## src/sv/ldsif_pkg.sv

```systemverilog
`timescale 1ns / 1ps
// Types and register codes for the LED dim smoother with identify flash.
// No dependencies; used by the top level and its checker.
`default_nettype none

package ldsif_pkg;

  localparam int TARGET_W = 16;
  localparam int CFG_W    = 16;
  localparam int CFG_IX_W = 3;
  localparam int MAX_CH   = 6;

  localparam logic [CFG_IX_W-1:0] REG_SMOOTH_DIV = 3'd0;
  localparam logic [CFG_IX_W-1:0] REG_ON_ANALOG  = 3'd1;
  localparam logic [CFG_IX_W-1:0] REG_OFF_ANALOG = 3'd2;
  localparam logic [CFG_IX_W-1:0] REG_ON_DIGITAL = 3'd3;
  localparam logic [CFG_IX_W-1:0] REG_HALF_PER   = 3'd4;
  localparam logic [CFG_IX_W-1:0] REG_PAUSE      = 3'd5;
  localparam logic [CFG_IX_W-1:0] REG_GROUP      = 3'd6;

  typedef struct packed {
    logic        identify;
    logic [15:0] target_a;
    logic [15:0] target_b;
    logic [15:0] target_c;
    logic [15:0] target_d;
    logic [15:0] target_e;
    logic [15:0] target_f;
  } in_t;

  typedef struct packed {
    logic [15:0] compare_a;
    logic [15:0] compare_b;
    logic [15:0] compare_c;
    logic [15:0] compare_d;
    logic [15:0] compare_e;
    logic [15:0] compare_f;
    logic [5:0]  analog_write_mask;
    logic [15:0] digital_level;
    logic        digital_write;
  } out_t;

endpackage

`default_nettype wire

```

## src/sv/led_dim_smoother_identify_flash_top.sv

```systemverilog
`timescale 1ns / 1ps
// LED dim smoother with identify flash: top level, one shared divider.
// Depends on ldsif_pkg.
//
// Usage:
//   in_valid/in_ready/in_data carry one beat per PWM period: the identify
//   flag and six analog targets. out_valid/out_ready/out_data return exactly
//   one beat per input beat. cfg_we/cfg_index/cfg_data write the registers,
//   only while the block is idle; the block itself does not enforce this.
// Flow: an identify beat goes straight to the output register. A normal beat
//   scans the channels and, for each one that is smoothed, runs the shared
//   restoring divider, retiring one quotient bit a cycle, before applying
//   the new level. One beat is in work at a time.
// The output register holds a finished beat while the next input is taken;
//   a stalled receiver only holds the block once the next result is ready.
// Reset (rst, synchronous) clears the levels, flash state, output valid and
//   loads the register defaults.
`default_nettype none

module led_dim_smoother_identify_flash_top #(
  parameter int CHANNELS      = 6,
  parameter int FRACTION_BITS = 8
) (
  input  wire                              clk,
  input  wire                              rst,
  input  wire                              in_valid,
  output logic                             in_ready,
  input  ldsif_pkg::in_t                   in_data,
  output logic                             out_valid,
  input  wire                              out_ready,
  output ldsif_pkg::out_t                  out_data,
  input  wire                              cfg_we,
  input  wire  [ldsif_pkg::CFG_IX_W-1:0]   cfg_index,
  input  wire  [ldsif_pkg::CFG_W-1:0]      cfg_data
);
  import ldsif_pkg::*;

  localparam int LW    = 16 + FRACTION_BITS;
  localparam int CW    = (CHANNELS > 1) ? $clog2(CHANNELS) : 1;
  localparam int CNTW  = $clog2(CHANNELS + 1);
  localparam int DCW   = $clog2(LW + 1);
  localparam logic [5:0] ALL_CH = 6'((1 << CHANNELS) - 1);

  typedef enum logic [4:0] {
    S_IDLE  = 5'b00001,
    S_SCAN  = 5'b00010,
    S_DIV   = 5'b00100,
    S_APPLY = 5'b01000,
    S_DONE  = 5'b10000
  } state_t;

  state_t state;

  // registers
  logic [7:0]  smooth_div;
  logic [15:0] on_analog, off_analog, on_digital, half_per, pause;
  logic [3:0]  group;

  // flash state
  logic        was_ident, flash_on;
  logic [15:0] flash_timer;
  logic [3:0]  toggle_cnt;

  logic [LW-1:0] level [CHANNELS];
  logic [15:0]   tgt [MAX_CH];
  logic [15:0]   cmp [MAX_CH];
  logic [5:0]    mask;
  logic [15:0]   dig_level;
  logic          dig_write;
  logic          exiting;

  logic [CNTW-1:0] ch;
  logic [DCW-1:0]  dcnt;
  logic [8:0]      rem;
  logic [LW-1:0]   quo;
  logic [LW-1:0]   tval;
  logic            below;

  // datapath
  logic [7:0]    divq;
  logic [CW-1:0] ci;
  logic [2:0]    ci6;
  logic [15:0]   cur_tgt;
  logic [LW-1:0] cur_lvl, cur_t;
  logic [8:0]    rem_sh;
  logic          ge;
  logic [LW-1:0] new_lvl;
  logic [15:0]   timer_dec;
  logic [3:0]    cnt_inc, grp;
  logic          flash_next;
  logic          accept;

  assign in_ready = (state == S_IDLE);
  assign accept   = in_valid && in_ready;
  assign divq     = (smooth_div == 8'd0) ? 8'd1 : smooth_div;
  assign ci       = ch[CW-1:0];
  assign ci6      = 3'(ch);
  assign cur_tgt  = exiting ? off_analog : tgt[ci6];
  assign cur_lvl  = level[ci];
  assign cur_t    = {cur_tgt, {FRACTION_BITS{1'b0}}};
  assign rem_sh   = {rem[7:0], quo[LW-1]};
  assign ge       = rem_sh >= {1'b0, divq};
  assign new_lvl  = below ? (tval - quo) : (tval + quo);
  assign timer_dec  = flash_timer - 16'd1;
  assign cnt_inc    = toggle_cnt + 4'd1;
  assign grp        = (group == 4'd0) ? 4'd1 : group;
  assign flash_next = !flash_on;

  always_ff @(posedge clk) begin
    if (rst) begin
      smooth_div <= 8'd4;
      on_analog  <= 16'd0;
      off_analog <= 16'd0;
      on_digital <= 16'hFFFF;
      half_per   <= 16'd250;
      pause      <= 16'd1000;
      group      <= 4'd8;
    end else if (cfg_we) begin
      case (cfg_index)
        REG_SMOOTH_DIV: smooth_div <= cfg_data[7:0];
        REG_ON_ANALOG:  on_analog  <= cfg_data;
        REG_OFF_ANALOG: off_analog <= cfg_data;
        REG_ON_DIGITAL: on_digital <= cfg_data;
        REG_HALF_PER:   half_per   <= cfg_data;
        REG_PAUSE:      pause      <= cfg_data;
        REG_GROUP:      group      <= cfg_data[3:0];
        default: ;
      endcase
    end
  end

  always_ff @(posedge clk) begin
    if (rst) begin
      state       <= S_IDLE;
      was_ident   <= 1'b0;
      flash_on    <= 1'b0;
      flash_timer <= 16'd250;
      toggle_cnt  <= 4'd0;
      out_valid   <= 1'b0;
      for (int n = 0; n < CHANNELS; n++) begin
        level[n] <= '0;
      end
    end else begin
      if (out_valid && out_ready && state != S_DONE) begin
        out_valid <= 1'b0;
      end
      case (state)
        S_IDLE: begin
          if (accept) begin
            tgt[0] <= in_data.target_a;
            tgt[1] <= in_data.target_b;
            tgt[2] <= in_data.target_c;
            tgt[3] <= in_data.target_d;
            tgt[4] <= in_data.target_e;
            tgt[5] <= in_data.target_f;
            ch      <= '0;
            exiting <= !in_data.identify && was_ident;
            if (in_data.identify) begin
              was_ident <= 1'b1;
              state     <= S_DONE;
              if (timer_dec == 16'd0) begin
                flash_on  <= flash_next;
                dig_write <= 1'b1;
                dig_level <= flash_next ? on_digital : 16'd0;
                mask      <= ALL_CH;
                for (int n = 0; n < MAX_CH; n++) begin
                  cmp[n] <= (n < CHANNELS) ? (flash_next ? on_analog : off_analog) : 16'd0;
                end
                if (cnt_inc >= grp) begin
                  flash_timer <= pause;
                  toggle_cnt  <= 4'd0;
                end else begin
                  flash_timer <= half_per;
                  toggle_cnt  <= cnt_inc;
                end
              end else begin
                flash_timer <= timer_dec;
                dig_write   <= 1'b0;
                dig_level   <= 16'd0;
                mask        <= 6'd0;
                for (int n = 0; n < MAX_CH; n++) begin
                  cmp[n] <= 16'd0;
                end
              end
            end else begin
              state     <= S_SCAN;
              was_ident <= 1'b0;
              dig_write <= was_ident;
              dig_level <= 16'd0;
              mask      <= was_ident ? ALL_CH : 6'd0;
              for (int n = 0; n < MAX_CH; n++) begin
                cmp[n] <= (was_ident && n < CHANNELS) ? off_analog : 16'd0;
              end
            end
          end
        end
        S_SCAN: begin
          if (ch == CNTW'(CHANNELS)) begin
            state <= S_DONE;
          end else if (cur_tgt == cur_lvl[LW-1:FRACTION_BITS]) begin
            ch <= ch + 1'b1;
          end else begin
            tval  <= cur_t;
            below <= cur_lvl < cur_t;
            quo   <= (cur_lvl < cur_t) ? (cur_t - cur_lvl) : (cur_lvl - cur_t);
            rem   <= 9'd0;
            dcnt  <= '0;
            state <= S_DIV;
          end
        end
        S_DIV: begin
          rem  <= ge ? (rem_sh - {1'b0, divq}) : rem_sh;
          quo  <= {quo[LW-2:0], ge};
          dcnt <= dcnt + 1'b1;
          if (dcnt == DCW'(LW - 1)) begin
            state <= S_APPLY;
          end
        end
        S_APPLY: begin
          level[ci] <= new_lvl;
          cmp[ci6]  <= new_lvl[LW-1:FRACTION_BITS];
          mask[ci6] <= 1'b1;
          ch        <= ch + 1'b1;
          state     <= S_SCAN;
        end
        S_DONE: begin
          if (!out_valid || out_ready) begin
            out_valid                  <= 1'b1;
            out_data.compare_a         <= cmp[0];
            out_data.compare_b         <= cmp[1];
            out_data.compare_c         <= cmp[2];
            out_data.compare_d         <= cmp[3];
            out_data.compare_e         <= cmp[4];
            out_data.compare_f         <= cmp[5];
            out_data.analog_write_mask <= mask;
            out_data.digital_level     <= dig_level;
            out_data.digital_write     <= dig_write;
            state                      <= S_IDLE;
          end
        end
        default: state <= S_IDLE;
      endcase
    end
  end

endmodule

`default_nettype wire

```

## config.mk

```make
export PLATFORM = sky130hd
export DESIGN_NAME = led_dim_smoother_identify_flash_top
export DESIGN_NICKNAME = d
export VERILOG_FILES = /design/src/sv/ldsif_pkg.sv /design/src/sv/led_dim_smoother_identify_flash_top.sv
export SDC_FILE = /design/constraint.sdc
export NUM_CORES = 1
export LEC_CHECK = 0
export BUFFER_PORTS_ARGS = -buffer_cell sky130_fd_sc_hd__buf_4
export CAP_MARGIN = 25
export CORE_ASPECT_RATIO = 1.1
export CORE_MARGIN = 3
export CORE_UTILIZATION = 50
export CTS_CLUSTER_DIAMETER = 100
export CTS_CLUSTER_SIZE = 12
export DETAILED_ROUTE_END_ITERATION = 10
export GPL_ROUTABILITY_DRIVEN = 1
export HOLD_SLACK_MARGIN = 0.1
export PLACE_DENSITY_LB_ADDON = 0.1
export SYNTH_ARGS = -nofsm -noshare
export SYNTH_HDL_FRONTEND = slang
export SYNTH_SLANG_ARGS = --single-unit
```

## constraint.sdc

```tcl
create_clock -name clk -period 14.4 [get_ports clk]
set_input_delay 1.44 -clock clk [delete_from_list [all_inputs] [get_ports clk]]
set_output_delay 1.44 -clock clk [all_outputs]
set_load 0.02 [all_outputs]
```

==> metrics.yaml, run 1 <==
status: "finished, final reports clean"
place_inst: 3510
fin_crit_sh: 0.485
cts_buffers: 68
timing.max_slew.rel_slack: 0.247
post_route_cells_drive_above_1_share: 0.185
fp_rows: 96
cts.sink_count: 707
startpoint_type: "flop"
final.setup.tns_ns: 0
first_pass_grt_wire_length_um: 128000
number_of_antenna_violations_at_the_first_check_in_global_routing: 0
drv.max_cap_violation_count: 0
synth.yosys.seq_area_share: 0.625
synth_seq_cells: 707
critPathKind: "reg -> reg"
detail_route.drc_violations: 0
via_count: 21000
globalRouteTotalUtil: 0.253
post_synth_num_cell_types: 88
p_leak_nw: 13.7
edff_count_synth: 584
finalSetupViolCount: 0
routed_wirelength_um: 85700
nNetsFinal: 2953
port_buffers: 241
drt_iter0_drc: 1617
fmaxAchievable_mhz: 143
path_clk_slew_ns: 0.06
die_area_um2: 67100
layoutNonFillerInstCount: 3611
clock-root-buffer: "sky130_fd_sc_hd__clkbuf_16"
max_ir_drop_vdd_mv: 0.0957
floorplan.die.width_um: 247
cts-hold-fix-buffers: 0
power_density_nw_per_um2: 142
leading_register_cell_type_out_of_synthesis: "sky130_fd_sc_hd__edfxtp_1"
critPathCaptureType: "flop"
core_region_area_um2: 62900
antenna_left: 0
dp_worst_setup_slack_ns: 7.35
postLayoutCoreUtil: 0.582
drt-pass1-iter-count: 5
grt_start_max_net_pins: 87
buffer_count_from_post_cts_setup_fixing: 0
n_antenna_cell: 0
synth.avg_cell_area_um2: 12.6
avgViaCountPerCell: 5.81
grt_overflow_total: 0
power.total_mw: 5.22
gp_congestion: 0.907
maxSlewViolCount: 0
die_h_um: 271
worst-slew-pin-transition_ns: 1.13
cts-htree-levels: 3
hold_viol_final: 0
clk-insertion-delay-late_ns: 0.64
number_of_global_route_vias_before_repair: 20800
worst-endpoint-required_ns: 14.74
grt_setup_unrepaired: "false"
yosysWarningCount: 0
setup_slack_of_the_critical_path_after_layout_ns: 7.41
number_of_primary_i_o_pins: 242
synthArstFlopShare: 0
ctsResizeCount: 0
synthesis.nets: 2752
fillers: 5103
post_drt_wl_per_cell_um: 23.7
start_util: 0.509
final.min_clock_period_ns: 6.99
final.setup_skew_ns: 0.0307
synth_cells: 2548
layout-area-overhead-vs-synth_pct: 14.4
critical_path_arrival_ns: 7.33
crit_path_max_fanout: 52
clock_path_buffers: 3
mappedNetlistArea_um2: 32000
tritoncts: "yes"
holdCritPathClass: "reg -> reg"
post-dp-hpwl_um: 60400
## worst paths after layout
check,endpoint,slack [ns],cells past startpoint,start
worst max-delay path,quo[22]$_DFFE_PP_,7.41,19,flop
worst min-delay path,out_data[94]$_DFFE_PP_,0.41,0,cmp[1][7]$_DFFE_PP_
worst max register to register,quo[22]$_DFFE_PP_,7.41,19,flop
worst min register to register,out_data[94]$_DFFE_PP_,0.41,0,cmp[1][7]$_DFFE_PP_
## stage by stage
stage / instance area, um2 / hold slack [ns]
3_5_place_dp: 34700 / 0.405
2_1_floorplan: 32000 / 0.400
4_1_cts: 36600 / 0.402
3_3_place_gp: 34500 / 0.401
6_report: 36600 / 0.413
5_1_grt: 36600 / 0.410
## cell usage after synthesis, drive strengths merged (32+ instances only)
library cell	number	area, um2
buf	32	194
a21oi	180	972
nand3b	34	255
edfxtp	584	17500
mux2i	95	951
dfxtp	123	2460
nor3	46	230
o21ai	74	374
xnor2	34	305
inv	101	379
nand2	312	1170
nand2b	33	206
clkbuf	115	432
mux4	64	1440
o22ai	38	238
ha	80	1000
nor2	263	997
## logic make-up (layout without fill, tap and decap cells)
kind of cell,count (synthesis),count (layout),share of synthesized area
flip-flops,707,707,0.625
AND/OR/NAND/NOR,814,814,0.116
adder cells (fa/ha/maj),83,83,0.0331
buffers and inverters,250,480,0.0316
XOR/XNOR,61,61,0.0169
AO/OA/AOI/OAI,460,460,0.0985
multiplexers,173,173,0.0796
## area by class of cell
| cell class | instances | area [um2] | area share |
|---|---|---|---|
| clock buffer | 92 | 1790 | 0.0489 |
| clock inverter | 7 | 155 | 0.00423 |
| inverter | 103 | 388 | 0.0106 |
| multi-input combinational | 1591 | 11100 | 0.302 |
| tap | 833 | 1040 | 0.0284 |
| timing repair buffer | 278 | 2190 | 0.0599 |
| sequential | 707 | 20000 | 0.546 |
## power by group
| part | internal, mW | switching, mW | leakage [nW] |
|---|---|---|---|
| logic | 0.457 | 0.688 | 6.25 |
| clock network | 0.879 | 0.764 | 0.932 |
| registers | 2.36 | 0.0655 | 6.54 |
| total | 3.70 | 1.52 | 13.7 |
## layer usage
| layer | wire length, um | vias to the layer above | GRT usage | share of wire |
|---|---|---|---|---|
| met2 | 43500 | 710 | 0.434 | 0.51 |
| met4 | 2250 | 0 | 0.0751 | 0.026 |
| met1 | 34800 | 10500 | 0.337 | 0.41 |
| met5 | 0 | - | 0 | 0 |
| li1 | - | 9674 | - | - |
| met3 | 5160 | 124 | 0.0351 | 0.060 |
## flip-flops by register name (all words and copies together) (netlist names), 3 cells and up, named ones only
| name | cells |
|---|---|
| dig_level | 16 |
| pause | 16 |
| rem | 8 |
| tgt | 96 |
| tval | 16 |
| cmp | 96 |
| smooth_div | 8 |
| mask | 6 |
| out_data | 119 |
| flash_timer | 16 |
| quo | 24 |
| state | 5 |
| dcnt | 5 |
| level | 192 |
| group | 4 |
| ch | 3 |
| off_analog | 16 |
| on_analog | 16 |
| half_per | 16 |
| on_digital | 16 |
| toggle_cnt | 4 |
## cell usage in the layout, fill, tap and decap left out, types with 11 or more instances in the layout
cell,Yosys,layout
sky130_fd_sc_hd__clkbuf_16,0,68
sky130_fd_sc_hd__ha_1,80,80
sky130_fd_sc_hd__nand2_1,312,312
sky130_fd_sc_hd__mux2_2,14,14
sky130_fd_sc_hd__nand2b_1,33,28
sky130_fd_sc_hd__a22oi_4,14,14
sky130_fd_sc_hd__inv_1,101,100
sky130_fd_sc_hd__mux4_2,64,64
sky130_fd_sc_hd__mux2i_1,95,95
sky130_fd_sc_hd__xor2_1,27,27
sky130_fd_sc_hd__nor2_1,261,260
sky130_fd_sc_hd__o21a_1,22,22
sky130_fd_sc_hd__dfxtp_1,123,120
sky130_fd_sc_hd__nand3_1,25,25
sky130_fd_sc_hd__clkbuf_1,115,24
sky130_fd_sc_hd__nor2b_1,14,14
sky130_fd_sc_hd__a21o_1,20,20
sky130_fd_sc_hd__and3_1,11,11
sky130_fd_sc_hd__xnor2_1,33,33
sky130_fd_sc_hd__nor3_1,46,43
sky130_fd_sc_hd__o31ai_1,12,12
sky130_fd_sc_hd__buf_4,5,270
sky130_fd_sc_hd__a211oi_1,11,11
sky130_fd_sc_hd__o22ai_1,38,38
sky130_fd_sc_hd__or2_2,11,11
sky130_fd_sc_hd__a21oi_2,19,20
sky130_fd_sc_hd__nand3b_1,34,34
sky130_fd_sc_hd__edfxtp_1,584,584
sky130_fd_sc_hd__a21oi_1,161,159
sky130_fd_sc_hd__and2_1,22,22
sky130_fd_sc_hd__o21ai_0,72,72
## worst max-delay path, stage by stage (launching register included)
cell	delay, ns
sky130_fd_sc_hd__dfxtp_4	0.94
sky130_fd_sc_hd__buf_4	0.79
sky130_fd_sc_hd__mux4_2	0.58
sky130_fd_sc_hd__o21ai_0	0.19
sky130_fd_sc_hd__o21ai_0	0.14
sky130_fd_sc_hd__ha_1	0.27
sky130_fd_sc_hd__inv_1	0.10
sky130_fd_sc_hd__fa_1	0.24
sky130_fd_sc_hd__a21o_1	0.13
sky130_fd_sc_hd__a21oi_1	0.10
sky130_fd_sc_hd__o311ai_1	0.51
sky130_fd_sc_hd__a2111o_1	0.71
sky130_fd_sc_hd__inv_1	0.49
sky130_fd_sc_hd__buf_4	0.34
sky130_fd_sc_hd__a211o_1	0.30
sky130_fd_sc_hd__nand4_1	0.10
sky130_fd_sc_hd__nand2_1	0.12
sky130_fd_sc_hd__a211oi_1	0.28
sky130_fd_sc_hd__xor2_1	0.19
sky130_fd_sc_hd__o21ai_0	0.09
No activity file was read; power rests on OpenSTA's default activity.
==> inputs of run 2 (changes only) <==
Clock period 14.4 ns to 7 ns, I/O delays scaled along.
==> run 2 against run 1 <==
  * Sequential share of layout area about the same
  * Fmax increased by 31%
  * Global-route usage increased by 0.50 points
  * Flip-flop and latch count unchanged
  * Critical path depth decreased by 3
  * Count of clock-buffer cells in the layout decreased by 7
  * First-iteration DRC count increased by 22%
  * Critical endpoint is now quo[14]$_DFFE_PP_
==> metrics.yaml, run 2 (synthesized netlist as in run 1, its figures left out) <==
number_of_primary_i_o_pins: 242  # unchanged
timing.max_slew.rel_slack: 0.295  # was 0.247
detail_route.drc_violations: 0  # unchanged
area_used_by_sequential_logic_in_the_layout_um2: 20000  # unchanged
placed_cell_area_um2: 34700  # about the same
power_density_nw_per_um2: 292  # was 142 nW/um2
via_count: 21000  # about the same
final.setup.tns_ns: 0  # unchanged
layout-area-overhead-vs-synth_pct: 14.3  # was 14.4%
status: "finished, final reports clean"  # unchanged
ctsResizeCount: 0  # unchanged
p_leak_nw: 13.7  # about the same
final_common_cell: "sky130_fd_sc_hd__edfxtp_1"  # unchanged
worst-endpoint-required_ns: 7.33  # was 14.74 ns
largest_register: "level"  # unchanged
post_drt_wl_per_cell_um: 24.1  # was 23.7 um
cts-htree-levels: 3  # unchanged
drt-pass1-iter-count: 5  # unchanged
clock_path_buffers: 3  # unchanged
startpoint_type: "flop"  # unchanged
port_buffers: 241  # unchanged
final.min_clock_period_ns: 5.33  # was 6.99 ns
gp_congestion: 0.904  # was 0.907
first_pass_grt_wire_length_um: 129000  # was 128000 um
die_area_um2: 67100  # unchanged
number_of_antenna_violations_at_the_first_check_in_global_routing: 0  # unchanged
core_region_area_um2: 62900  # unchanged
max_ir_drop_vdd_mv: 0.174  # was 0.0957 mV
tritoncts: "yes"  # unchanged
critical_path_arrival_ns: 5.66  # was 7.33 ns
fp_rows: 96  # unchanged
nNetsFinal: 2958  # was 2953
post_route_cells_drive_above_1_share: 0.187  # was 0.185
clock-root-buffer: "sky130_fd_sc_hd__clkbuf_16"  # unchanged
antenna_left: 0  # unchanged
fin_crit_sh: 0.761  # was 0.485
critPathKind: "reg -> reg"  # unchanged
reg_top3: "level: 192 flops, out_data: 119 flops"  # unchanged
crit_path_max_fanout: 39  # was 52
number_of_global_route_vias_before_repair: 21100  # was 20.8k
final.setup_skew_ns: 0.0254  # was 0.0307 ns
clk-insertion-delay-late_ns: 0.63  # was 0.64 ns
globalRouteTotalUtil: 0.258  # was 0.253
maxSlewViolCount: 0  # unchanged
drt_iter0_drc: 1969  # was 1617
grt_start_max_net_pins: 89  # was 87
multiInputGateArea_um2: 11100  # about the same
buffer_count_from_post_cts_setup_fixing: 0  # unchanged
path_clk_slew_ns: 0.07  # was 0.06 ns
start_util: 0.509  # unchanged
cts-hold-fix-buffers: 0  # unchanged
cts_buffers: 68  # unchanged
stdcell_area_um2: 36600  # about the same
n_antenna_cell: 0  # unchanged
finalSetupViolCount: 0  # unchanged
critPathCaptureType: "flop"  # unchanged
die_h_um: 271  # unchanged
hold_viol_final: 0  # unchanged
grt_setup_unrepaired: "false"  # unchanged
holdCritPathClass: "in -> reg"  # was reg -> reg
most_used_cells_in_the_layout_excluding_fill_and_tap_cells: "584 x sky130_fd_sc_hd__edfxtp_1, 312 x sky130_fd_sc_hd__nand2_1, 278 x sky130_fd_sc_hd__buf_4"  # was 584 x sky130_fd_sc_hd__edfxtp_1, 312 x sky130_fd_sc_hd__nand2_1, 270 x sky130_fd_sc_hd__buf_4
avgViaCountPerCell: 5.83  # was 5.81
routed_wirelength_um: 87100  # was 85700 um
post-dp-hpwl_um: 60900  # was 60400 um
drv.max_cap_violation_count: 0  # unchanged
fillers: 5210  # was 5103
largest_register_ff_count: 192  # unchanged
floorplan.die.width_um: 247  # unchanged
worst-slew-pin-transition_ns: 1.06  # was 1.13 ns
fmaxAchievable_mhz: 188  # was 143 MHz
grt_overflow_total: 0  # unchanged
cts.sink_count: 707  # unchanged
## run 2: cell count changes in the layout (fill, tap and decap cells not counted), moves of 2 or more
cell	before	now
sky130_fd_sc_hd__buf_16	4	2
sky130_fd_sc_hd__buf_4	270	278
sky130_fd_sc_hd__buf_8	3	1
sky130_fd_sc_hd__clkbuf_1	24	16
sky130_fd_sc_hd__clkinv_16	3	1
sky130_fd_sc_hd__buf_12	0	2
## run 2: worst max-delay path, cell delays in order, from the launching register on
cell                       delay (ns)
sky130_fd_sc_hd__dfxtp_4         0.83
sky130_fd_sc_hd__mux4_2          0.59
sky130_fd_sc_hd__mux2i_1         0.27
sky130_fd_sc_hd__ha_1            0.27
sky130_fd_sc_hd__inv_1           0.08
sky130_fd_sc_hd__fa_1            0.43
sky130_fd_sc_hd__a21o_1          0.18
sky130_fd_sc_hd__a21oi_1         0.26
sky130_fd_sc_hd__o311ai_1        0.23
sky130_fd_sc_hd__a2111o_1        0.42
sky130_fd_sc_hd__inv_1           0.35
sky130_fd_sc_hd__buf_4           0.32
sky130_fd_sc_hd__mux2i_1         0.20
sky130_fd_sc_hd__o21ai_0         0.09
sky130_fd_sc_hd__a31oi_1         0.19
sky130_fd_sc_hd__xor2_1          0.15
sky130_fd_sc_hd__o21ai_0         0.08
## run 2: path summary, 6_finish.rpt
path                       startpoint                      to  slack (ns)  depth (start not counted)
setup reg to reg                 flop       quo[14]$_DFFE_PP_        1.67                         16
hold / removal            in_data[31]    tgt[4][15]$_DFFE_PP_        0.26                          1
setup / recovery                 flop       quo[14]$_DFFE_PP_        1.67                         16
hold reg to reg   cmp[3][7]$_DFFE_PP_  out_data[62]$_DFFE_PP_        0.41                          0
## run 2: stage by stage
step / hold WS (ns) / std cells / setup WS (ns) / utilization / power (mW)
after CTS: 0.225 / 3604 / 1.65 / 0.581 / 10.7
after floorplan: 0.400 / 2548 / 0.727 / - / 6.70
after detailed placement: 0.405 / 3514 / 1.67 / 0.551 / 7.42
after global placement: 0.400 / 3511 / 1.71 / 0.550 / 7.38
after global routing: 0.236 / 3607 / 1.35 / 0.582 / 11.1
final: 0.258 / 3607 / 1.67 / 0.582 / 10.7
## run 2: where the power goes
group / switching, mW / total (mW) / internal (mW) / leakage, nW
clock network: 1.54 / 3.34 / 1.80 / 0.917
logic: 1.39 / 2.34 / 0.950 / 6.27
registers: 0.150 / 5.01 / 4.86 / 6.54
total: 3.08 / 10.7 / 7.61 / 13.7
## run 2: layer usage
layer	part of all wire	GRT usage	up-vias
met5	0	0	-
met4	0.039	0.100	0
met1	0.41	0.338	10500
met3	0.056	0.0357	130
li1	-	-	9690
met2	0.50	0.438	715
## run 2: layout make-up
type,count,share of cell area
clock inverter,5,0.00290
tap,833,0.0285
inverter,103,0.0106
sequential,707,0.546
timing repair buffer,283,0.0600
multi-input combinational,1591,0.303
clock buffer,85,0.0488
==> inputs of run 3 (changes only) <==
Clock period 7 ns to 4.3 ns, I/O delays scaled along.
==> run 3 against run 2 <==
  * Routed wire length is 3.8% higher
  * First-iteration DRC count fell by 7.1%
  * Largest cell class unchanged
  * Combinational power rose by 100%
  * Critical path type unchanged
  * Die area unchanged
  * Sequential power up 61%
  * Fmax increased by 29%
==> metrics.yaml, run 3 (synthesized netlist as in run 1, its figures left out) <==
status: "finished, final reports clean"  # unchanged
detail_route.drc_violations: 0  # unchanged
final.setup_skew_ns: 0.0380  # was 0.0254 ns
critical_path_arrival_ns: 4.45  # was 5.66 ns
clock_path_buffers: 3  # unchanged
hold_viol_final: 0  # unchanged
number_of_primary_i_o_pins: 242  # unchanged
grt_start_max_net_pins: 89  # unchanged
grt_setup_unrepaired: "true"  # was false
worst-slew-pin-transition_ns: 1.05  # was 1.06 ns
drv.max_cap_violation_count: 0  # unchanged
core_region_area_um2: 62900  # unchanged
timing.max_slew.rel_slack: 0.299  # was 0.295
number_of_antenna_violations_at_the_first_check_in_global_routing: 1  # was 0
holdCritPathClass: "in -> reg"  # unchanged
cts-htree-levels: 3  # unchanged
clk-insertion-delay-late_ns: 0.62  # was 0.63 ns
critPathKind: "reg -> reg"  # unchanged
final.setup.tns_ns: 0  # unchanged
layout-area-overhead-vs-synth_pct: 20.9  # was 14.3%
post-dp-hpwl_um: 64100  # was 60900 um
worst-endpoint-required_ns: 4.62  # was 7.33 ns
maxSlewViolCount: 0  # unchanged
setup_slack_of_the_critical_path_after_layout_ns: 0.171  # was 1.67 ns
cts_buffers: 68  # unchanged
start_util: 0.509  # unchanged
fin_crit_sh: 0.960  # was 0.761
dp_worst_setup_slack_ns: 0.00798  # was 1.67 ns
die_area_um2: 67100  # unchanged
finalSetupViolCount: 0  # unchanged
antenna_left: 0  # unchanged
clock-root-buffer: "sky130_fd_sc_hd__clkbuf_16"  # unchanged
first_pass_grt_wire_length_um: 135000  # was 129000 um
drt-pass1-iter-count: 5  # unchanged
post_route_cells_drive_above_1_share: 0.212  # was 0.187
drt_iter0_drc: 1830  # was 1969
power_density_nw_per_um2: 472  # was 292 nW/um2
dr.max_layer_used: "met4"  # unchanged
avgViaCountPerCell: 5.69  # was 5.83
startpoint_type: "flop"  # unchanged
place_inst: 3618  # was 3514
largest_register: "level"  # unchanged
final_common_cell: "sky130_fd_sc_hd__edfxtp_1"  # unchanged
max_ir_drop_vdd_mv: 0.318  # was 0.174 mV
tritoncts: "yes"  # unchanged
globalRouteTotalUtil: 0.269  # was 0.258
crit_path_max_fanout: 9  # was 39
floorplan.die.width_um: 247  # unchanged
route.met2.wl_um: 45900  # was 43500 um
fmaxAchievable_mhz: 242  # was 188 MHz
number_of_global_route_vias_before_repair: 21900  # was 21.1k
grt_overflow_total: 0  # unchanged
layoutNonFillerInstCount: 3827  # was 3607
post_drt_wl_per_cell_um: 23.6  # was 24.1 um
most_used_cells_in_the_layout_excluding_fill_and_tap_cells: "584 x sky130_fd_sc_hd__edfxtp_1, 374 x sky130_fd_sc_hd__buf_4, 312 x sky130_fd_sc_hd__nand2_1"  # was 584 x sky130_fd_sc_hd__edfxtp_1, 312 x sky130_fd_sc_hd__nand2_1, 278 x sky130_fd_sc_hd__buf_4
path_clk_slew_ns: 0.07  # about the same
die_h_um: 271  # unchanged
via_count: 21800  # was 21.0k
critPathCaptureType: "flop"  # unchanged
p_leak_nw: 14.7  # was 13.7 nW
gp_congestion: 0.938  # was 0.904
routed_wirelength_um: 90400  # was 87100 um
final.min_clock_period_ns: 4.13  # was 5.33 ns
nNetsFinal: 3171  # was 2958
met3_wirelength_um: 5390  # was 4860 um
port_buffers: 241  # unchanged
reg_top3: "level: 192 flops, out_data: 119 flops"  # unchanged
largest_register_ff_count: 192  # unchanged
cts.sink_count: 707  # unchanged
met1_length_um: 36500  # was 35300 um
fp_rows: 96  # unchanged
run 3: changes by cell type in the layout (fill, tap and decap cells not counted), moves of 6 or more:
cell	change
sky130_fd_sc_hd__o21ai_1	+6
sky130_fd_sc_hd__o21ai_0	-6
sky130_fd_sc_hd__buf_4	+96
sky130_fd_sc_hd__buf_12	+10
sky130_fd_sc_hd__dlygate4sd3_1	+104
run 3: power breakdown:
part           internal [mW]  switching (mW)  total, mW
sequential              7.91           0.178       8.08
clock                   2.93            2.55       5.48
combinational           2.14            2.57       4.70
total                   13.0            5.29       18.3
run 3: metal layers:
layer / vias to the layer above / GRT usage
met5: - / 0
met4: 0 / 0.0853
met3: 124 / 0.0387
met2: 718 / 0.462
met1: 10800 / 0.355
li1: 10100 / -
run 3: area by class of cell:
type                    count  area (um2)
diodes                      1        2.50
clock buffers              89        1780
clock inverters             7         148
fillers                  4937       24200
inverters                 103         390
multi-input cells        1591       11200
flip-flops and latches    707       20000
well taps                 833        1040
repair buffers            496        4180
run 3: path summary, 6_finish.rpt:
check	start	to	slack, ns	cells past startpoint
hold reg to reg	cmp[1][8]$_DFFE_PP_	out_data[95]$_DFFE_PP_	0.41	0
setup / recovery	flop	quo[22]$_DFFE_PP_	0.17	18
hold / removal	cfg_data[7]	on_digital[7]$_SDFFE_PP1P_	0.14	3
setup reg to reg	flop	quo[22]$_DFFE_PP_	0.17	18
run 3: worst max-delay path, stage by stage (launching register included):
cell and delay (ns):
sky130_fd_sc_hd__dfxtp_4 0.36, sky130_fd_sc_hd__buf_12 0.15, sky130_fd_sc_hd__mux4_2 0.51, sky130_fd_sc_hd__mux2i_2 0.20, sky130_fd_sc_hd__ha_2 0.23, sky130_fd_sc_hd__inv_1 0.06, sky130_fd_sc_hd__fa_2 0.35, sky130_fd_sc_hd__a21o_1 0.20
sky130_fd_sc_hd__a21oi_4 0.19, sky130_fd_sc_hd__o311ai_4 0.14, sky130_fd_sc_hd__a2111o_1 0.48, sky130_fd_sc_hd__inv_4 0.15, sky130_fd_sc_hd__buf_4 0.14, sky130_fd_sc_hd__nand2b_1 0.05, sky130_fd_sc_hd__o211ai_1 0.09, sky130_fd_sc_hd__nand2_1 0.08
sky130_fd_sc_hd__a211oi_2 0.22, sky130_fd_sc_hd__xor2_1 0.16, sky130_fd_sc_hd__o21ai_0 0.08
run 3: what timing repair did:
action | in CTS | in global routing
hold buffers | 104 | 0
setup endpoints to repair | 1 | 16
gates resized for setup | 0 | 19
setup buffers | 3 | 0
pin swaps | 0 | 1
endpoints found under the hold margin | 128 | 0
run 3: per-stage QoR:
stage	util	instance area [um2]	hold slack, ns	power, mW
final	0.615	38700	0.144	18.3
after global routing	0.615	38700	0.140	19.1
after CTS	0.613	38600	0.114	18.3
after detailed placement	0.565	35600	0.405	12.7
after global placement	0.564	35500	0.401	12.7
after floorplan	-	32200	0.400	11.0
